<file path="config.mk">
export PLATFORM = sky130hd
export DESIGN_NAME = baseband_header_inserter
export DESIGN_NICKNAME = d
export VERILOG_FILES = /design/src/rtl/bhi_pkg.sv /design/src/rtl/baseband_header_inserter.sv
export VERILOG_INCLUDE_DIRS = /design/src /design/src/rtl
export SDC_FILE = /design/constraint.sdc
export NUM_CORES = 1
export LEC_CHECK = 0
export BUFFER_PORTS_ARGS = -buffer_cell sky130_fd_sc_hd__buf_2
export CAP_MARGIN = 25
export CORE_AREA = 2 2 171 173
export CTS_BUF_LIST = sky130_fd_sc_hd__clkbuf_16
export CTS_CLUSTER_SIZE = 10
export DETAILED_ROUTE_END_ITERATION = 12
export DIE_AREA = 0 0 173 175
export PLACE_DENSITY = 0.8
export SETUP_SLACK_MARGIN = 0.5
export SLEW_MARGIN = 20
export SYNTH_ARGS = -nofsm -noshare
export SYNTH_HDL_FRONTEND = slang
export SYNTH_SLANG_ARGS = --single-unit
</file>
<file path="constraint.sdc">
create_clock -name clk -period 12.4 [get_ports clk]
set_input_delay 1.24 -clock clk [delete_from_list [all_inputs] [get_ports clk]]
set_output_delay 1.24 -clock clk [all_outputs]
set_load 0.03 [all_outputs]
</file>
<file path="src/rtl/baseband_header_inserter_assert.svh">
// Assertion macros for the baseband header inserter.
// Used by baseband_header_inserter.sv; needs signals clk and arst_n in scope.
`ifndef BASEBAND_HEADER_INSERTER_ASSERT_SVH
`define BASEBAND_HEADER_INSERTER_ASSERT_SVH
`ifndef SYNTHESIS
`define BHI_ASSERT_IMP(lbl, a, c) \
	lbl: assert property (@(posedge clk) disable iff (!arst_n) (a) |-> (c)) \
		else $error("bhi assertion failed");
`define BHI_ASSERT_NXT(lbl, a, c) \
	lbl: assert property (@(posedge clk) disable iff (!arst_n) (a) |=> (c)) \
		else $error("bhi assertion failed");
`else
`define BHI_ASSERT_IMP(lbl, a, c)
`define BHI_ASSERT_NXT(lbl, a, c)
`endif
`endif

</file>
<file path="src/rtl/bhi_pkg.sv">
// Package for the baseband header inserter: payload structs, constants, CRC-8.
// No dependencies.
package bhi_pkg;
	typedef struct packed {
		logic [1:0] stream_id;
		logic [7:0] ts_byte;
	} item_t;

	typedef struct packed {
		logic [7:0] out_bits;
		logic [3:0] bit_count;
		logic       is_header;
		logic       sync_error;
		logic       last;
	} result_t;

	localparam logic [7:0]  SYNC_BYTE  = 8'h47;
	localparam logic [7:0]  PKT_LEN    = 8'd188;
	localparam logic [15:0] UPL_BITS   = 16'd1504;
	localparam logic [7:0]  TS_CRC_GEN = 8'hD5;
	localparam logic [15:0] DFL_RESET  = 16'd32128;
	localparam int          HDR_LEN    = 10;

	localparam logic [2:0] REG_NUM_STREAMS = 3'd0;
	localparam logic [2:0] REG_ROLLOFF     = 3'd1;
	localparam logic [2:0] REG_MEDIUM      = 3'd2;
	localparam logic [2:0] REG_FIELD_S0    = 3'd3;
	localparam logic [2:0] REG_FIELD_S1    = 3'd4;
	localparam logic [2:0] REG_FIELD_S2    = 3'd5;
	localparam logic [2:0] REG_FIELD_S3    = 3'd6;

	function automatic logic [7:0] crc8_byte(input logic [7:0] crc, input logic [7:0] b);
		logic [7:0] c;
		c = crc ^ b;
		for (int k = 0; k < 8; k++) begin
			c = c[7] ? ((c << 1) ^ TS_CRC_GEN) : (c << 1);
		end
		return c;
	endfunction
endpackage

</file>
<file path="src/rtl/baseband_header_inserter.sv">
// Baseband header inserter for up to STREAMS transport streams (DVB-S2 mode adaptation).
// Uses bhi_pkg and baseband_header_inserter_assert.svh.
//
// Usage: transport bytes tagged with a stream number arrive on the item channel
// (item_valid/item_ready). Each accepted byte yields 1 to 12 transfers on the result
// channel (res_valid/res_ready): an optional 10-byte baseband header and an optional
// held low nibble, in either order, then the byte itself (or its high nibble when the
// data field fills). res.last marks the final transfer of each byte. A stream number
// at or above STREAMS is taken and dropped.
// Latency: first result is presented the cycle after the byte is taken.
// Throughput: one byte per cycle when it causes a single result and res_ready stays high;
// otherwise the byte holds the channel until all its results are out, one per cycle while
// res_ready is high. The next byte is taken in the same cycle as the last result of the
// previous one, so the result register is the only buffer.
// Reset: all per-stream state clears (roll-off phase set), registers take their
// defaults, and the first byte of every stream opens a new data field.
// Receiver stall: res_ready low holds the current result; item_ready drops until
// the final result of the pending byte is transferred.
// Configuration writes (cfg_we, cfg_index, cfg_wdata) apply from the next field opened.
`include "baseband_header_inserter_assert.svh"

module baseband_header_inserter
	import bhi_pkg::*;
#(
	parameter int STREAMS = 4
) (
	input  logic        clk,
	input  logic        arst_n,
	input  logic        item_valid,
	output logic        item_ready,
	input  item_t       item,
	output logic        res_valid,
	input  logic        res_ready,
	output result_t     res,
	input  logic        cfg_we,
	input  logic [2:0]  cfg_index,
	input  logic [15:0] cfg_wdata
);
	localparam int SW = (STREAMS > 1) ? $clog2(STREAMS) : 1;

	logic [2:0]  num_streams_q;
	logic [2:0]  rolloff_q;
	logic [3:0]  medium_mask_q;
	logic [15:0] field_bits_q [4];

	logic [7:0]  pos_q   [STREAMS];
	logic [7:0]  pcrc_q  [STREAMS];
	logic [15:0] left_q  [STREAMS];
	logic        pend_q  [STREAMS];
	logic [3:0]  snib_q  [STREAMS];
	logic        phase_q [STREAMS];

	logic        busy_q;
	logic [3:0]  cnt_q;
	logic [3:0]  last_idx_q;
	logic        hdr_s1, hdra_s1, nib_s1, dat8_s1, serr_s1;
	logic [3:0]  nibv_s1;
	logic [7:0]  dat_s1;
	logic [9:0][7:0] hbytes_s1;

	logic [SW-1:0] sidx;
	logic          sok, take, load, res_xfer, res_last;
	logic [15:0]   dfl, cap, left, lefta, left1, left2, left3, syncd;
	logic          pend, hdr_a, hdr_b, hdr, multi, nib_mode, phase_n;
	logic [1:0]    ro;
	logic [7:0]    pos, data, crc_n, hcrc;
	logic          serr;
	logic [9:0][7:0] hb;

	always_comb begin
		sidx     = SW'({30'd0, item.stream_id});
		sok      = {30'd0, item.stream_id} < STREAMS;
		dfl      = field_bits_q[item.stream_id];
		nib_mode = medium_mask_q[item.stream_id];
		cap      = nib_mode ? (dfl & 16'hFFFC) : (dfl & 16'hFFF8);
		if (cap < 16'd8) begin
			cap = 16'd8;
		end
		multi = num_streams_q > 3'd1;
		left  = left_q[sidx];
		pend  = pend_q[sidx];
		pos   = pos_q[sidx];
		hdr_a = pend && (left < 16'd4);
		lefta = hdr_a ? cap : left;
		left1 = pend ? (lefta - 16'd4) : left;
		hdr_b = left1 < 16'd4;
		left2 = hdr_b ? cap : left1;
		hdr   = hdr_a || hdr_b;

		phase_n = phase_q[sidx];
		ro      = rolloff_q[1:0];
		if (rolloff_q[2]) begin
			if (phase_q[sidx]) begin
				ro = 2'd3;
			end
			if (hdr) begin
				phase_n = !phase_q[sidx];
			end
		end

		syncd = (pos == 8'd0) ? 16'd0 : (16'(PKT_LEN) - 16'(pos)) << 3;
		if (hdr_a) begin
			syncd = syncd + 16'd4;
		end

		hb[0] = {2'b11, multi ? 2'b00 : 2'b11, 2'b00, ro};
		hb[1] = multi ? {6'd0, item.stream_id} : 8'd0;
		hb[2] = UPL_BITS[15:8];
		hb[3] = UPL_BITS[7:0];
		hb[4] = dfl[15:8];
		hb[5] = dfl[7:0];
		hb[6] = SYNC_BYTE;
		hb[7] = syncd[15:8];
		hb[8] = syncd[7:0];
		hcrc = 8'd0;
		for (int k = 0; k < HDR_LEN - 1; k++) begin
			hcrc = crc8_byte(hcrc, hb[k]);
		end
		hb[9] = hcrc;

		if (pos == 8'd0) begin
			serr  = item.ts_byte != SYNC_BYTE;
			data  = pcrc_q[sidx];
			crc_n = 8'd0;
		end else begin
			serr  = 1'b0;
			data  = item.ts_byte;
			crc_n = crc8_byte(pcrc_q[sidx], item.ts_byte);
		end
		left3 = (left2 >= 16'd8) ? (left2 - 16'd8) : (left2 - 16'd4);
	end

	always_comb begin
		logic [3:0] hoff, nibpos, hidx;
		hoff   = hdra_s1 ? 4'd0 : (nib_s1 ? 4'd1 : 4'd0);
		nibpos = hdra_s1 ? 4'd10 : 4'd0;
		hidx   = cnt_q - hoff;
		res_last = cnt_q == last_idx_q;
		res = '0;
		res.last = res_last;
		if (hdr_s1 && cnt_q >= hoff && cnt_q < hoff + 4'd10) begin
			res.out_bits  = hbytes_s1[hidx];
			res.bit_count = 4'd8;
			res.is_header = 1'b1;
		end else if (nib_s1 && cnt_q == nibpos) begin
			res.out_bits  = {4'd0, nibv_s1};
			res.bit_count = 4'd4;
		end else begin
			res.out_bits   = dat8_s1 ? dat_s1 : {4'd0, dat_s1[7:4]};
			res.bit_count  = dat8_s1 ? 4'd8 : 4'd4;
			res.sync_error = serr_s1;
		end
	end

	assign res_valid  = busy_q;
	assign res_xfer   = res_valid && res_ready;
	assign item_ready = !busy_q || (res_ready && res_last);
	assign take       = item_valid && item_ready;
	assign load       = take && sok;

	always_ff @(posedge clk or negedge arst_n) begin
		if (!arst_n) begin
			num_streams_q <= 3'd1;
			rolloff_q     <= 3'd0;
			medium_mask_q <= 4'd0;
			for (int i = 0; i < 4; i++) begin
				field_bits_q[i] <= DFL_RESET;
			end
		end else if (cfg_we) begin
			case (cfg_index)
				REG_NUM_STREAMS: num_streams_q   <= cfg_wdata[2:0];
				REG_ROLLOFF:     rolloff_q       <= cfg_wdata[2:0];
				REG_MEDIUM:      medium_mask_q   <= cfg_wdata[3:0];
				REG_FIELD_S0:    field_bits_q[0] <= cfg_wdata;
				REG_FIELD_S1:    field_bits_q[1] <= cfg_wdata;
				REG_FIELD_S2:    field_bits_q[2] <= cfg_wdata;
				REG_FIELD_S3:    field_bits_q[3] <= cfg_wdata;
				default: ;
			endcase
		end
	end

	always_ff @(posedge clk or negedge arst_n) begin
		if (!arst_n) begin
			for (int i = 0; i < STREAMS; i++) begin
				pos_q[i]   <= 8'd0;
				pcrc_q[i]  <= 8'd0;
				left_q[i]  <= 16'd0;
				pend_q[i]  <= 1'b0;
				snib_q[i]  <= 4'd0;
				phase_q[i] <= 1'b1;
			end
		end else if (load) begin
			pos_q[sidx]   <= (pos == PKT_LEN - 8'd1) ? 8'd0 : pos + 8'd1;
			pcrc_q[sidx]  <= crc_n;
			left_q[sidx]  <= left3;
			pend_q[sidx]  <= left2 < 16'd8;
			phase_q[sidx] <= phase_n;
			if (left2 < 16'd8) begin
				snib_q[sidx] <= data[3:0];
			end
		end
	end

	always_ff @(posedge clk or negedge arst_n) begin
		if (!arst_n) begin
			busy_q <= 1'b0;
			cnt_q  <= 4'd0;
		end else if (take) begin
			busy_q <= sok;
			cnt_q  <= 4'd0;
		end else if (res_xfer) begin
			if (res_last) begin
				busy_q <= 1'b0;
			end
			cnt_q <= cnt_q + 4'd1;
		end
	end

	always_ff @(posedge clk) begin
		if (load) begin
			hdr_s1     <= hdr;
			hdra_s1    <= hdr_a;
			nib_s1     <= pend;
			nibv_s1    <= snib_q[sidx];
			hbytes_s1  <= hb;
			dat_s1     <= data;
			dat8_s1    <= left2 >= 16'd8;
			serr_s1    <= serr;
			last_idx_q <= (hdr ? 4'd10 : 4'd0) + (pend ? 4'd1 : 4'd0);
		end
	end

	`BHI_ASSERT_IMP(a_cnt_range, busy_q, cnt_q <= last_idx_q)
	`BHI_ASSERT_NXT(a_stay_busy, res_xfer && !res_last, busy_q)
	`BHI_ASSERT_IMP(a_take_free, take, !busy_q || res_xfer)
	`BHI_ASSERT_IMP(a_hdr_noerr, res_valid, !(res.is_header && res.sync_error))
endmodule

</file>
==> metrics.md, run 1 <==
| Metric | Value |
|---|---|
| Status | `finished, final reports clean` |
| Slew Viols, Final | `0` |
| Final setup viols | `0` |
| Met1 usage in global routing | `0.387` |
| Layout net count | `1546` |
| RSZ-0062 raised after global routing | `no` |
| Antenna violations before repair | `0` |
| Die H | `between 150 and 200 um` |
| I/O pins | `51` |
| Die Span X | `173 um` |
| Initial DRC count | `989` |
| GPL Wtd Cong | `1.01` |
| Unique masters post-synth | `between 90 and 100` |
| Worst Hold Launch | `pos_q[31]` |
| Synthesized flop and latch total | `around 290` |
| Largest area contributor in the synthesized netlist | `dfrtp_1` |
| Post_cts resized | `0` |
| Cell with the most instances after synthesis | `nand2_1` |
| Number of global-route vias before repair | `12000` |
| Post-Syn Area per Cell | `10.9 um^2` |
| Critical Path AT | `9260 ps` |
| HP Class | `flip-flop to flip-flop` |
| Post-CTS Setup Bufs | `0` |
| Via density | `roughly 6.3` |
| Area share of the largest cell type after synthesis | `0.306` |
| IO buf count | `48` |
| Met2 GRT Util | `0.458` |
| H-Tree Depth | `2` |
| Setup_tns | `0 ps` |
| Drt drc | `0` |
| Number of synthesized flops with an enable pin | `55` |
| Hold-fix buffers, CTS | `0` |
| CTS root buffer | `clkbuf_16` |
| Filler instances | `2252` |
| Kind of critical path | `input port to flip-flop` |
| Initial cell density of the core | `0.571` |
| Kind of end point of the critical path | `flip-flop` |
| Post-Syn Instances | `1483` |
| Worst slew pin tran | `between 1000 and 1500 ps` |
| GRT Max-Usage Layer | `met2` |
| Final Hold Viols | `0` |
| Mapped Area | `0.0162 mm^2` |
| WL/cell | `22.0 um` |
| Ys flop type | `dfrtp_1` |
| TritonCTS clock tree | `done` |
| Max_slew headroom | `0.323` |
| Tmin final | `8870 ps` |
| Tcrit/Tclk final | `0.715` |
| Die Area | `0.0303 mm^2` |
| Drt total wl | `41.9 mm` |
| Final ANT Viol Nets | `0` |
| CTS Buf Count | `35` |
| Max_cap viols | `0` |
| Area Growth Syn to Fin | `9.51%` |
| Layout cells sized above 1 | `0.217` |
| Seq/Total Area, Yosys | `0.460` |
| FF-to-FF path depth | `23` |
| Async set-reset flop share out of synthesis | `0.807` |
| CTS sink count | `285` |
| Number of stages on the worst hold path | `2` |
| Most area-consuming cells after synthesis | `dfrtp_1 (31%), edfxtp_1 (10%), mux4_2 (7.5%), mux2_2 (6.1%), xnor2_1 (5.4%)` |
| Clock buffer depth | `3` |
| Startpoint types | `input port` |
| Worst Clk Skew | `13.4 ps` |
| Diodes inserted | `0` |
| Crit path max fanout | `41` |
| Row count | `62` |
| Core ar. | `0.0284 mm^2` |
| Clock Latency Late Sink | `510 ps` |
| Grt ovf | `0` |
| Met3 Use GR | `0.0527` |
| Overall Global Routing Usage | `0.282` |
| First-pass GRT wire length | `67.2 mm` |
| RR Startpoint | `pend_q[1]` |
| CP Data Required Time | `12790 ps` |
| Synth cell count leaders | `nand2_1 (200), dfrtp_1 (198), o21ai_0 (131), xnor2_1 (100), mux2_2 (88)` |
| Register clock-pin slew on the reported worst setup and hold paths | `50 ps` |
| DR vias | `about 12000` |
| DR pass1 iterations | `5` |
| Dpl hpwl | `approximately 30 mm` |
| Synthesis Warnings | `0` |
| FMAX | `113 MHz` |
| CP startpoint | `item[9]` |
| Largest net degree at the start of global routing | `just under 100` |
[kinds of logic after synthesis]
| kind of cell | count (synthesis) | share of synthesized area |
|---|---|---|
| buf+inv | 114 | 0.0306 |
| flops | 285 | 0.460 |
| mux | 189 | 0.167 |
| simple gates | 436 | 0.133 |
| compound gates | 303 | 0.120 |
| fa+ha+maj | 12 | 0.00926 |
| xor+xnor | 143 | 0.0807 |
| other cells | 1 | 0.000231 |
[worst max-delay path, stage by stage]
cell	delay, ps
buf_4	500
mux2_2	420
o21ai_2	340
inv_1	460
nor4b_2	340
nand4_1	340
inv_2	350
a31oi_1	310
ha_1	340
inv_1	80
or4b_2	690
o21ai_0	200
and3_1	320
a21boi_0	330
and4_1	360
nand3_1	180
o21ai_0	500
ha_1	440
nor2b_1	260
nand3_1	140
a211oi_1	420
a21oi_1	120
a31o_2	260
mux2_2	270
[layer usage]
layer	up-vias	wire length (um)
met5	-	0
met4	0	1320
met3	98	2760
met2	447	19800
met1	6000	18000
li1	5444	-
[area by class of cell]
| class | count | area (um^2) | area share |
|---|---|---|---|
| multi-input cells | 1085 | 8280 | 0.466 |
| flip-flops and latches | 285 | 7450 | 0.420 |
| clock buffers | 35 | 876 | 0.0493 |
| well taps | 384 | 480 | 0.0271 |
| repair buffers | 68 | 417 | 0.0235 |
| clock inverters | 26 | 155 | 0.00874 |
| inverters | 25 | 93.8 | 0.00529 |
[flip-flops by register name, summed over array words and instances (netlist names)]
register / flops
field_bits_q: 64
left_q: 64
hbytes_s1: 39
pcrc_q: 32
pos_q: 32
snib_q: 16
dat_s1: 8
cnt_q: 4
medium_mask_q: 4
nibv_s1: 4
pend_q: 4
phase_q: 4
rolloff_q: 3
last_idx_q: 2
num_streams_q: 2
dat8_s1: 1
res_valid: 1
serr_s1: 1
[through the flow]
step	area, um^2	hold WS (ps)	std cells	util	setup WS [ps]
2_1_floorplan	16200	441	1484	-	5080
3_3_place_gp	16700	457	1843	0.587	3430
3_5_place_dp	16700	467	1846	0.588	3190
4_1_cts	17700	480	1907	0.625	3710
5_1_grt	17700	505	1908	0.625	2860
6_report	17700	475	1908	0.625	3530
[final timing paths]
| path | slack [ps] | end |
|---|---|---|
| max | 3530 | left_q[59] |
| min | 480 | pos_q[31] |
| max reg2reg | 4560 | left_q[59] |
| min reg2reg | 480 | pos_q[31] |
| max in group asynchronous | 10210 | field_bits_q[52] |
| min in group asynchronous | 750 | pcrc_q[23] |
[placed cells by master (no fill, tap or decap), drive strengths merged, types with 8 or more instances in the layout]
master	synthesis	final
a21oi	52	52
a31oi	10	10
and2	13	13
and3	8	8
buf	30	68
clkbuf	59	35
dfrtp	198	198
dfstp	32	32
edfxtp	55	55
ha	12	12
inv	23	48
mux2	105	105
mux2i	30	30
mux4	54	54
nand2	205	205
nand3	28	28
nand4	12	12
nor2	60	60
nor3	38	38
nor4	8	8
o21ai	149	149
or2	9	9
or3	8	8
or4b	8	8
xnor2	100	100
xor2	39	39
Power of run 1 is left out: the tool's default activity adds up to more than one toggle a clock period on the data nets, which glitch-free logic cannot reach.
==> inputs of run 2 (changes only) <==
- CORE_AREA: 2 2 171 173 -> 2 2 172 174
- DIE_AREA: 0 0 173 175 -> 0 0 174 176
- PLACE_DENSITY: 0.8 -> 0.82
- clock period: 12.4 -> 7.95 ns (I/O delays scaled with it)
==> run 2 against run 1 <==
Sequential share of layout area decreased by 0.36 points. Count of clock-buffer cells in the layout down 1. Critical endpoint is now left_q[61]. Hold slack lost 210 ps. Highest routed layer unchanged. Non-clock buffer count up 21. Critical path depth shrank 2. Via count is 1.2% higher.
==> metrics.md, run 2 (same netlist as run 1, synthesis figures left out) <==
| Metric | Value |
|---|---|
| FF+latch area | `0.00745 mm^2 (unchanged)` |
| Commonest cells after routing, fill and taps aside | `nand2_1 (200), dfrtp_1 (198), o21ai_0 (131)` |
| Initial cell density of the core | `0.568 (-0.00310)` |
| Layout cells sized above 1 | `0.231 (+0.0135)` |
| Drt drc | `0 (unchanged)` |
| Tmin final | `6920 ps` |
| Critical Path AT | `7300 ps (-1960 ps)` |
| First-pass GRT wire length | `67.4 mm (+0.30%)` |
| CTS root buffer | `clkbuf_16` |
| I/O pins | `51 (unchanged)` |
| Setup_tns | `0 ps (unchanged)` |
| Worst slew pin tran | `1040 ps (+30.0 ps)` |
| Filler instances | `2285 (+1.5%)` |
| Slew Viols, Final | `0 (unchanged)` |
| Grt ovf | `0 (unchanged)` |
| Overall Global Routing Usage | `0.279 (-0.00323)` |
| H-Tree Depth | `2 (unchanged)` |
| Drt total wl | `42.0 mm (+0.33%)` |
| Clock buffer depth | `3 (unchanged)` |
| CTS Buf Count | `34 (-2.9%)` |
| CTS sink count | `285 (unchanged)` |
| Die Span X | `174 um (+0.58%)` |
| HP Class | `input port to asynchronous set/reset pin` |
| GPL Wtd Cong | `1.01 (+0.30%)` |
| Initial DRC count | `1225 (+24%)` |
| Dpl hpwl | `30.6 mm (+2.3%)` |
| IO buf count | `48 (unchanged)` |
| WL/cell | `21.9 um (-0.46%)` |
| Final Hold Viols | `0 (unchanged)` |
| Largest net degree at the start of global routing | `94 (-4.1%)` |
| TritonCTS clock tree | `done` |
| Area Growth Syn to Fin | `10.5%` |
| Tcrit/Tclk final | `0.871` |
| RSZ-0062 raised after global routing | `no` |
| Layout net count | `1566 (+1.3%)` |
| Status | `finished, final reports clean` |
| Die H | `176 um (+0.57%)` |
| Top Registers | `field_bits_q x64, left_q x64, hbytes_s1 x39` |
| Diodes inserted | `0 (unchanged)` |
| Clock Latency Late Sink | `520 ps (about the same)` |
| Number of global-route vias before repair | `12000 (+0.35%)` |
| DR pass1 iterations | `5 (unchanged)` |
| Core ar. | `0.0285 mm^2 (+0.55%)` |
| Max_cap viols | `0 (unchanged)` |
| Die Area | `0.0306 mm^2 (+1.2%)` |
| Final ANT Viol Nets | `0 (unchanged)` |
| Final setup viols | `0 (unchanged)` |
| Kind of critical path | `input port to flip-flop` |
| Antenna violations before repair | `0 (unchanged)` |
| FMAX | `144 MHz` |
| Worst Clk Skew | `26.2 ps (+12.8 ps)` |
| CP Data Required Time | `8330 ps (-4460 ps)` |
| Register clock-pin slew on the reported worst setup and hold paths | `60 ps (about the same)` |
| Row count | `62 (unchanged)` |
| Via density | `6.31 (+0.43%)` |
| Multi-input logic area | `0.00830 mm^2 (+0.26%)` |
| Kind of end point of the critical path | `flip-flop` |
| DR vias | `12100 (+1.2%)` |
| Max_slew headroom | `0.305 (-0.0175)` |
| Crit path max fanout | `24 (-41%)` |
| Leading cell type in the layout, fill and taps excluded | `nand2_1` |
| Startpoint types | `input port` |
-- run 2: repair_timing --
action                     4_1_cts  5_1_grt
hold buffers                     0        0
gates resized for setup          0        8
buffers inserted                 0        0
setup endpoints to repair        0       20
-- run 2: layout make-up --
class	count	share of cell area
clock buffer	34	0.0475
clock inverter	21	0.00566
inverter	25	0.00524
multi-input combinational	1085	0.464
sequential	285	0.416
tap	384	0.0268
timing repair buffer	89	0.0350
-- run 2: per-layer routing --
metal / GRT usage / wire (um) / up-vias
met4: 0.0760 / 941 / 0
met5: 0 / 0 / -
met1: 0.394 / 18200 / 6146
met3: 0.0489 / 2850 / 71
met2: 0.450 / 20100 / 442
li1: - / - / 5476
-- run 2: worst max-delay path: stages --
cell and delay [ps]:
buf_6 250, buf_4 300, mux4_2 490, nor2_1 300, nand4_1 260, a31oi_1 320
ha_1 330, inv_1 90, or4b_2 700, o21ai_0 150, and3_1 330, a21boi_1 310
and4_1 380, nand3_1 180, o21ai_0 280, ha_2 330, nor2b_1 300, nand2_1 140
nor3_1 170, nand3_1 320, a221oi_1 400, o41ai_1 140
-- run 2: path summary, 6_finish.rpt --
path | start | endpoint | slack (ps) | cells past startpoint
worst min-delay path | arst_n | cnt_q[3] | 260 | 1
min in group clk | left_q[31] | left_q[31] | 480 | 2
worst min register to register | left_q[31] | left_q[31] | 480 | 2
worst max-delay path | item[9] | left_q[61] | 1030 | 22
max in group asynchronous | arst_n | field_bits_q[34] | 6290 | 2
worst max register to register | pend_q[3] | left_q[61] | 1350 | 23
-- run 2: metrics by stage --
| step | instances | setup slack [ps] | util | cell area (um^2) | hold slack (ps) |
|---|---|---|---|---|---|
| floorplan | 1484 | 1070 | - | 16200 | 441 |
| CTS | 1919 | 810 | 0.624 | 17800 | 305 |
| global route | 1923 | 587 | 0.627 | 17900 | 325 |
| detailed placement | 1864 | 299 | 0.591 | 16900 | 464 |
| finish | 1923 | 1030 | 0.627 | 17900 | 263 |
| global placement | 1862 | 434 | 0.590 | 16800 | 456 |
Power of run 2 is left out for the same reason.
==> inputs of run 3 (changes only) <==
--- a/config.mk
+++ b/config.mk
@@ -17,2 +17,3 @@
 export SETUP_SLACK_MARGIN = 0.5
+export SKIP_CTS_REPAIR_TIMING = 1
 export SLEW_MARGIN = 20
@@ -21 +22,2 @@
 export SYNTH_SLANG_ARGS = --single-unit
+export TNS_END_PERCENT = 5
==> constraint.sdc (replaced) <==
create_clock -name clk -period 7.95 [get_ports clk]
set_input_delay 1.59 -clock clk [delete_from_list [all_inputs] [get_ports clk]]
set_output_delay 1.59 -clock clk [all_outputs]
set_load 0.03 [all_outputs]
==> run 3 against run 2 <==
Clock skew decreased by 8.6 ps. Maximum frequency down 3.1%. Sequential share of layout area is 0.12 points lower. Global-route usage increased by 0.17 points. Highest routed layer is now met5.
==> metrics.md, run 3 (same netlist as run 1, synthesis figures left out) <==
| Metric | Value |
|---|---|
| FMAX | `140 MHz (-3.1%)` |
| Layout net count | `1573 (+0.45%)` |
| DR vias | `12200 (+0.39%)` |
| DR pass1 iterations | `6 (+1)` |
| Die Span X | `174 um (unchanged)` |
| Filler instances | `2204 (-3.5%)` |
| Slowest-stage cell, CP | `mux4_2` |
| CP startpoint | `item[8]` |
| Worst Clk Skew | `17.5 ps (-8.65 ps)` |
| Number of stages on the worst hold path | `2` |
| Initial DRC count | `1211 (-1.1%)` |
| Top Registers | `field_bits_q x64, left_q x64, hbytes_s1 x39` |
| GPL Wtd Cong | `1.02 (+0.93%)` |
| CTS Buf Count | `34 (unchanged)` |
| Row count | `62 (unchanged)` |
| Die Area | `0.0306 mm^2 (unchanged)` |
| Slowest stage delay, CP | `710 ps (about the same)` |
| CTS sink count | `285 (unchanged)` |
| Critical Path AT | `7520 ps (+220 ps)` |
| HP Class | `flip-flop to flip-flop` |
| Layout cells sized above 1 | `0.233 (+0.00234)` |
| Tmin final | `7140 ps (+219 ps)` |
| Drt drc | `0 (unchanged)` |
| Kind of critical path | `input port to flip-flop` |
| FF-to-FF path depth | `23 (unchanged)` |
| Number of global-route vias before repair | `12100 (+0.63%)` |
| Worst Hold Launch | `left_q[17]` |
| I/O pins | `51 (unchanged)` |
| Area Growth Syn to Fin | `10.8%` |
| Slew Viols, Final | `0 (unchanged)` |
| CTS root buffer | `clkbuf_16` |
| Core ar. | `0.0285 mm^2 (unchanged)` |
| Die H | `176 um (unchanged)` |
| Grt ovf | `0 (unchanged)` |
| Worst R2R End | `left_q[43]` |
| First-pass GRT wire length | `67.5 mm (about the same)` |
| RSZ-0062 raised after global routing | `no` |
| Dpl hpwl | `30.4 mm (-0.52%)` |
| Overall Global Routing Usage | `0.281 (+0.00171)` |
| Kind of end point of the critical path | `flip-flop` |
| H-Tree Depth | `2 (unchanged)` |
| Post-place setup slack | `117 ps (-182 ps)` |
| Worst slew pin tran | `1070 ps (+24.8 ps)` |
| Setup_tns | `0 ps (unchanged)` |
| Clock buffer depth | `3 (unchanged)` |
| Final setup margin | `806 ps (-219 ps)` |
| CP Data Required Time | `8330 ps (about the same)` |
| IO buf count | `48 (unchanged)` |
| Status | `finished, final reports clean` |
| Antenna violations before repair | `3 (+3)` |
| Largest net degree at the start of global routing | `86 (-8.5%)` |
| Final ANT Viol Nets | `0 (unchanged)` |
| Commonest cells after routing, fill and taps aside | `nand2_1 (200), dfrtp_1 (198), o21ai_0 (130)` |
| Tcrit/Tclk final | `0.899 (+0.0276)` |
| Via density | `6.32 (about the same)` |
| Drt total wl | `42.3 mm (+0.68%)` |
| Register clock-pin slew on the reported worst setup and hold paths | `50 ps (about the same)` |
| RR Startpoint | `pend_q[1]` |
| Worst R2R Setup Slack | `2000 ps (+650 ps)` |
| Clock Latency Late Sink | `510 ps (about the same)` |
| Leading cell type in the layout, fill and taps excluded | `nand2_1` |
| Max_slew headroom | `0.289 (-0.0166)` |
| TritonCTS clock tree | `done` |
| Max_cap viols | `0 (unchanged)` |
| Hold Path End | `left_q[17]` |
| WL/cell | `21.9 um (+0.37%)` |
| Crit-path cells | `clkbuf_8, mux4_2, nor3_1, nand4_1, a31oi_1, ha_1, inv_1, or4b_2, o21ai_0, and3_1, a21boi_1, and4_1, nand3_1, o21ai_2, ha_1, nor2b_1, nand3_1, a211oi_1, a21oi_1, a31o_2, mux2_2` |
| Initial cell density of the core | `0.568 (unchanged)` |
| Final Hold Viols | `0 (unchanged)` |
| Multi-input logic area | `0.00830 mm^2 (about the same)` |
| FF+latch area | `0.00745 mm^2 (unchanged)` |
| Crit path max fanout | `33 (+38%)` |
| Diodes inserted | `0 (unchanged)` |
| Startpoint types | `input port` |
| Final setup viols | `0 (unchanged)` |
run 3: worst max-delay path, delay by kind of cell:
kind	cells	cell delay, ps
and+or+nand+nor	8	2250
AOI/OAI and AO/OA	7	1800
muxes	2	980
adders and majority gates	2	460
buffers and inverters	2	410
run 3: how the worst max path moves through the flow:
stage	cells after the start	slack (ps)	to
2_1_floorplan	27	510	left_q[11]
3_3_place_gp	21	190	left_q[27]
3_5_place_dp	21	120	left_q[43]
4_1_cts	21	610	left_q[43]
5_1_grt	21	560	left_q[13]
6_report	21	810	left_q[43]
run 3: per-stage QoR:
| stage | hold WS (ps) | util | area, um^2 | instances |
|---|---|---|---|---|
| CTS | 481 | 0.627 | 17900 | 1928 |
| floorplan | 441 | - | 16200 | 1484 |
| finish | 475 | 0.629 | 18000 | 1929 |
| detailed placement | 465 | 0.594 | 17000 | 1874 |
| global route | 504 | 0.629 | 18000 | 1929 |
| global placement | 455 | 0.592 | 16900 | 1870 |
run 3: cell type report:
cell class              instances  share of cell area
multi-input cells            1085               0.462
flip-flops and latches        285               0.415
clock buffers                  35              0.0488
repair buffers                 96              0.0378
well taps                     384              0.0268
inverters                      25             0.00523
clock inverters                19             0.00425
run 3: routing by layer:
metal	share of wire	vias up	GRT usage
met1	0.42	6067	0.387
met3	0.084	112	0.0652
met4	0.033	2	0.0998
met2	0.47	506	0.440
li1	-	5495	-
met5	0.00021	-	0
Power of run 3 is left out for the same reason.
